File: config.mk
export PLATFORM = sky130hd
export DESIGN_NAME = lsie_regfile
export DESIGN_NICKNAME = d
export VERILOG_FILES = /design/src/rtl/load_store_instruction_executor_assert.svh /design/src/rtl/lsie_pkg.sv /design/src/rtl/lsie_regfile.sv
export SDC_FILE = /design/constraint.sdc
export NUM_CORES = 1
export LEC_CHECK = 0
export BUFFER_PORTS_ARGS = -buffer_cell sky130_fd_sc_hd__buf_4
export CORE_ASPECT_RATIO = 2
export CORE_MARGIN = 4
export CORE_UTILIZATION = 49
export DETAILED_ROUTE_END_ITERATION = 8
export HOLD_SLACK_MARGIN = 0.02
export PLACE_DENSITY = 0.64
export SKIP_CTS_REPAIR_TIMING = 1
export SLEW_MARGIN = 10
export SYNTH_ARGS = -nofsm -noshare
export SYNTH_HDL_FRONTEND = slang
export SYNTH_SLANG_ARGS = --single-unit
File: constraint.sdc
create_clock -name i_clk -period 2.7 [get_ports i_clk]
set_input_delay 0.135 -clock i_clk [delete_from_list [all_inputs] [get_ports i_clk]]
set_output_delay 0.135 -clock i_clk [all_outputs]
set_load 0.02 [all_outputs]
File: src/rtl/load_store_instruction_executor_assert.svh
// Assertion macros for the load/store instruction executor.
`ifndef LOAD_STORE_INSTRUCTION_EXECUTOR_ASSERT_SVH
`define LOAD_STORE_INSTRUCTION_EXECUTOR_ASSERT_SVH

`ifndef SYNTHESIS

// Check a property on every rising edge outside reset.
`define LSIE_ASSERT(lbl, clk, rst_n, prop) \
    lbl: assert property (@(posedge clk) disable iff (!rst_n) (prop)) \
        else $error("lsie: property violated");

// Check that a condition never holds outside reset.
`define LSIE_NEVER(lbl, clk, rst_n, expr) \
    lbl: assert property (@(posedge clk) disable iff (!rst_n) !(expr)) \
        else $error("lsie: forbidden condition seen");

`else

`define LSIE_ASSERT(lbl, clk, rst_n, prop)
`define LSIE_NEVER(lbl, clk, rst_n, expr)

`endif

`endif

File: src/rtl/lsie_pkg.sv
// Shared types and constants of the load/store instruction executor.
`default_nettype none

package lsie_pkg;

    localparam int REG_COUNT_DEF  = 32;
    localparam int DATA_WORDS_DEF = 4096;
    localparam int WORD_WIDTH_DEF = 32;

    localparam int OP_W        = 4;
    localparam int REG_FIELD_W = 5;
    localparam int VALUE_W     = 32;
    localparam int STATUS_W    = 2;

    localparam int RESET_WORD  = 777;

    typedef enum logic [OP_W-1:0] {
        OP_MOVC  = 4'd0,
        OP_ADD   = 4'd1,
        OP_ADDL  = 4'd2,
        OP_SUB   = 4'd3,
        OP_SUBL  = 4'd4,
        OP_MUL   = 4'd5,
        OP_AND   = 4'd6,
        OP_OR    = 4'd7,
        OP_XOR   = 4'd8,
        OP_LOAD  = 4'd9,
        OP_LDR   = 4'd10,
        OP_STORE = 4'd11,
        OP_STR   = 4'd12,
        OP_JUMP  = 4'd13,
        OP_HALT  = 4'd14,
        OP_NOP   = 4'd15
    } t_op;

    typedef enum logic [STATUS_W-1:0] {
        ST_OK   = 2'd0,
        ST_ADDR = 2'd1,
        ST_HALT = 2'd2
    } t_status;

endpackage

`default_nettype wire

File: src/rtl/lsie_regfile.sv
// Register file: two registered read ports, one write port, write-first bypass.
`default_nettype none

module lsie_regfile import lsie_pkg::*; #(
    parameter int REG_COUNT  = REG_COUNT_DEF,
    parameter int WORD_WIDTH = WORD_WIDTH_DEF,
    localparam int RIW = $clog2(REG_COUNT)
) (
    input  logic                  i_clk,
    input  logic                  i_rst_n,
    input  logic                  i_rd_en,
    input  logic [RIW-1:0]        i_rd_addr_a,
    input  logic [RIW-1:0]        i_rd_addr_b,
    input  logic                  i_wr_en,
    input  logic [RIW-1:0]        i_wr_addr,
    input  logic [WORD_WIDTH-1:0] i_wr_data,
    output logic [WORD_WIDTH-1:0] o_rd_a,
    output logic [WORD_WIDTH-1:0] o_rd_b
);

    logic [WORD_WIDTH-1:0] r_mem [REG_COUNT];
    logic [REG_COUNT-1:0]  r_vld;
    logic [WORD_WIDTH-1:0] r_rd_a;
    logic [WORD_WIDTH-1:0] r_rd_b;
    logic [WORD_WIDTH-1:0] r_fwd;
    logic                  r_fa;
    logic                  r_fb;
    logic                  r_va;
    logic                  r_vb;

    always_ff @(posedge i_clk) begin
        if (i_wr_en) begin
            r_mem[i_wr_addr] <= i_wr_data;
        end
        if (i_rd_en) begin
            r_rd_a <= r_mem[i_rd_addr_a];
            r_rd_b <= r_mem[i_rd_addr_b];
            r_fwd  <= i_wr_data;
        end
    end

    // Entries never written read as zero; a write in the read cycle wins.
    always_ff @(posedge i_clk) begin
        if (!i_rst_n) begin
            r_vld <= '0;
            r_fa  <= 1'b0;
            r_fb  <= 1'b0;
            r_va  <= 1'b0;
            r_vb  <= 1'b0;
        end else begin
            if (i_wr_en) begin
                r_vld[i_wr_addr] <= 1'b1;
            end
            if (i_rd_en) begin
                r_fa <= i_wr_en && (i_wr_addr == i_rd_addr_a);
                r_fb <= i_wr_en && (i_wr_addr == i_rd_addr_b);
                r_va <= r_vld[i_rd_addr_a];
                r_vb <= r_vld[i_rd_addr_b];
            end
        end
    end

    assign o_rd_a = r_fa ? r_fwd : (r_va ? r_rd_a : '0);
    assign o_rd_b = r_fb ? r_fwd : (r_vb ? r_rd_b : '0);

endmodule

`default_nettype wire

==> Yosys cells after proc, flatten, opt, wreduce, memory -nomap -nowiden <==
Memory sizes are Yosys's and may differ from the RTL's. A register that Yosys moved wholly into a read port is not among the register bits.
Cells that the tools add are included.
{ "classes": {"reduce_logical": 3, "n_bitwise": 1, "n_eq_ne": 2, "n_mux": 12, "n_lt_le_gt_ge": 4} }
{ "op_table": {"columns": ["op", "count"], "rows": [
  ["$mux W32", 4],
  ["$or A32 B32 Y32", 1],
  ["$lt A5 B6 Y1 const B", 3],
  ["$bmux W1 S5", 2],
  ["$eq A5 B5 Y1", 2],
  ["$demux W1 S5", 1],
  ["$ge A5 B1 Y1 const B", 1],
  ["$mux W1", 5],
  ["$logic_and A1 B1 Y1", 3]
]} }
{ "totals": {"ram_bits": 1024, "n_memories": 1, "regBits": 68, "inputBits": 51, "output_inout_bits": 64} }
{ "mem_list": {"columns": ["memory", "words", "word_bits", "rd", "rd_ports_with_merged_regs", "write_ports", "line_no", "text"], "rows": [
  ["r_mem", 32, 32, 2, 2, 1, "lsie_regfile.sv:21", "logic [WORD_WIDTH-1:0] r_mem [REG_COUNT];"]
]} }

==> Depth between registers and ports, before layout <==
{ "logic_depth": {"ltp_word": 5, "ltp_mapped": 9} }

==> Worst setup path before layout <==
Ideal clock, no wire load.
{ "synth_timing": {"kind": "in2reg", "startpoint": "input i_wr_addr[0]", "endpoint": "memory r_mem[28][0] (netlist name) (enable)", "setup_ps": 423, "path_slack_ps": -57, "path_stages": 4, "required_ps": 2277, "arrival_ps": 2334, "path_buffers": 2, "path_cell_list": "clkbuf_1 -> or3b_2 -> clkbuf_1 -> nor2_1"} }
{ "synth_lines": {"columns": ["item", "line_no", "text"], "rows": [
  ["start: declaration", "lsie_regfile.sv:15", "input logic [RIW-1:0] i_wr_addr,"],
  ["end: declaration", "lsie_regfile.sv:21", null]
]} }
Straight into the memory's write port.

==> Worst setup path in the final report <==
{ "layout_timing": {"startpoint": "register r_fa", "endpoint": "output o_rd_a[18]"} }
{ "layout_between": {"elab_chain_cells": 1} }
{ "layout_rtl": {"columns": ["item", "line_no", "text"], "rows": [
  ["start: declaration", "lsie_regfile.sv:26", "logic r_fa;"],
  ["start signal: assignment", "lsie_regfile.sv:55", "r_fa <= i_wr_en && (i_wr_addr == i_rd_addr_a);"],
  ["$mux W32", "lsie_regfile.sv:63", "assign o_rd_a = r_fa ? r_fwd : (r_va ? r_rd_a : '0);"],
  ["end: declaration", "lsie_regfile.sv:17", "output logic [WORD_WIDTH-1:0] o_rd_a,"]
]} }
No other way between the ends.

==> summary.txt <==
Global route
  • Largest net degree at the start of global routing: between 60 and 70
  • Initial antenna violation count: 2
  • Overall Global Routing Usage: 0.2793
  • First-pass GRT wire length: 219.4 mm
  • Remaining global-route overflow: 0
  • Number of global-route vias before repair: 29480

Synthesis
  • Area leader, netlist: edfxtp_1
  • Synth top cells by count: edfxtp_1 (1120), mux4_2 (640), clkbuf_1 (101)
  • Share of synthesized flip-flops with an asynchronous set or reset: 0
  • Syn Inst Count: about 2300
  • Syn_nets: approximately 2300
  • EDFF count, synth: ~1100
  • Synth top area cells: edfxtp_1 (64%), mux4_2 (28%), dfxtp_1 (1.4%)
  • Synth Register Bits: 1156
  • YS warnings: 0
  • Syn_area_per_cell: between 20 and 25 sq um
  • Top-count cell post-synth: edfxtp_1
  • Share of the synthesized area in the top cell type: 0.6446
  • Mapped Area: ~0.052 sq mm
  • Top FF cell, synth: edfxtp_1
  • Sequential-to-total area share from yosys stat: 0.6584
  • Yosys cell types: 32

STA
  • Fin Hold WS: roughly 0.16 ns
  • Tcrit/Tclk final: 0.9853
  • # setup viols final: 0
  • Rel. slew slack: 0.3913
  • Max-slew violation count: 0
  • Setup WS post-layout: 0.03963 ns
  • Final hold vios: 0
  • Unrepaired setup endpoints after global routing: false
  • Clock skew: 0.02848 ns
  • Worst Tran Pin Value: slightly above 0.9 ns
  • Min Tclk post-route: about 2.7 ns
  • Highest clock rate: approximately 380 MHz

Flow run
  • MaxCap Viol Count: 0

Critical path
  • CP peak stage delay: between 0.7 and 0.8 ns
  • Crit path DAT: 2.53 ns
  • Crit start category: flop
  • CP Capture Type: output port
  • R2r worst-path depth: 3
  • Crit-path slowest cell: buf_4
  • Worst-path fanout max: 33
  • Worst path most repeated cell: buf_4
  • Req. time, crit path: 2.57 ns
  • Worst-path cell chain: buf_4, a22o_1, buf_4
  • Setup CP Type: flop to output port

Detailed routing
  • Drt first-iter violations: 3564
  • Routed WL per cell: 38.99 microns
  • Vias per inst: 6.942
  • Detail Route Antenna Nets: 0
  • Drc violations: 0
  • First-pass DRT Iterations: 5
  • DR vias: 27820
  • Routed wire length: 156.3 mm

Placed design
  • RD Place Congestion: roughly 0.85
  • Placed Cells: 3778
  • Port Buffer Count: approximately 110
  • Pre-CTS setup slack: between 0.2 and 0.3 ns
  • Post-placement cell area: 0.05670 sq mm
  • Dpl hpwl: 93.10 mm

Clock tree
  • Clock buffer depth: 3
  • CTS root buffer: clkbuf_16
  • CTS clock-pin slew for the worst setup and hold paths: 0.07 ns
  • CTS Buf Count: ~100
  • CTS Sinks: roughly 1200
  • CTS tree: done
  • Htree depth: 3
  • Worst-Skew Late Latency: slightly above 0.7 ns

Hold path
  • Hold Path Class: input port to flop
  • Hold path depth: 3

Floorplan
  • Die footprint: 0.1121 sq mm
  • Boundary pin count: 115
  • Core Footprint: 0.1059 sq mm
  • Std cell rows: 169
  • Die height: 469.5 microns
  • Chip Width: 238.7 microns
  • Initial core utilization: 0.4925

Layout
  • Layout cell share with drive strength beyond 1: 0.4530
  • Post-layout instance area: 0.06038 sq mm
  • Non-filler instance count after layout: between 4000 and 5000
  • Antenna cells: 0
  • Synth-to-Final Area Change: 15.73%
  • Final net count: 2604

Power and ir drop
  • PD cells: 635.4 mW/mm^2
  • Maximum VDD drop: just over 0.5 mV
  • Leak: about 19 nW
  • Tot Pwr: 38.37 mW

Outcome
  • Outcome: finished, final reports clean
==> registers in the layout (all words and copies together) (netlist names) <==
name and flops:
r_vb 1, r_va 1, r_fwd 32, r_mem 1024
r_fa 1, r_rd_b 32, r_fb 1, r_rd_a 32
r_vld 32
==> cells by family (layout without fill, tap and decap cells) <==
kind of cell / count (synthesis) / after routing / synth area share
muxes: 736 / 736 / 0.2962
xor gates and xnor gates: 10 / 10 / 0.001679
and+or+nand+nor: 85 / 85 / 0.008010
AOI/OAI and AO/OA: 118 / 118 / 0.01808
buffers and inverters: 186 / 535 / 0.01763
DFF: 1156 / 1156 / 0.6584
==> final timing paths <==
check	from	end	slack, ns
hold / removal	i_rd_addr_b[3]	r_rd_b[2]	0.16
setup reg to reg	r_mem[2][7]	r_rd_b[7]	0.61
setup / recovery	r_fa	o_rd_a[18]	0.04
hold reg to reg	r_vld[17]	r_vld[17]	0.49
==> cells in the final DEF (no fill, tap or decap), types with 3 or more instances in the layout <==
cell type	n
nand2b_1	6
o21a_1	32
buf_8	4
buf_12	91
nor2_4	32
clkinvlp_4	6
nor2b_1	4
dlygate4sd3_1	39
a22oi_1	8
clkbuf_1	23
mux4_2	640
mux2_2	64
buf_4	207
clkinv_1	20
or3b_2	3
buf_6	3
inv_6	3
nor2_1	3
a22o_1	64
clkbuf_16	104
dfxtp_1	34
mux2i_1	32
bufinv_16	11
nand2_1	11
nand3_1	10
a21oi_1	6
edfxtp_1	1120
xor2_1	8
nand3b_1	5
clkinv_2	23
==> routing by layer <==
metal | vias up | share of wire | track usage | wire (microns)
met1 | 15230 | 0.35 | 0.3548 | 55380
met3 | 360 | 0.071 | 0.04257 | 11130
met5 | - | 0.000096 | 0 | 15
met2 | 1487 | 0.53 | 0.4834 | 82570
li1 | 10740 | - | - | -
met4 | 2 | 0.046 | 0.1128 | 7166
==> report_power, final <==
group	internal, mW	total, mW	switching, mW
logic	1.68	3.42	1.74
registers	20.0	20.2	0.165
clock network	8.13	14.7	6.62
total	29.9	38.4	8.52
==> through the flow <==
stage               setup TNS (ns)    util
global route                     0  0.5700
CTS                      -0.003739  0.5663
global placement                 0  0.5352
finish                           0  0.5700
floorplan                   -20.36       -
detailed placement               0  0.5352
==> cell type report <==
cell class / count / area (sq um)
clock buffers: 127 / 2689
clock inverters: 64 / 608.1
fillers: 7637 / 45550
multi-input cells: 949 / 17160
flip-flops and latches: 1156 / 34360
well taps: 1368 / 1712
repair buffers: 344 / 3860
==> critical path: cells and delay by family (launching register included) <==
family | cells | cell delay [ns]
flops | 1 | 0.42
compound gates | 1 | 0.43
buf+inv | 2 | 0.91
No activity file was read; power rests on OpenSTA's default activity.
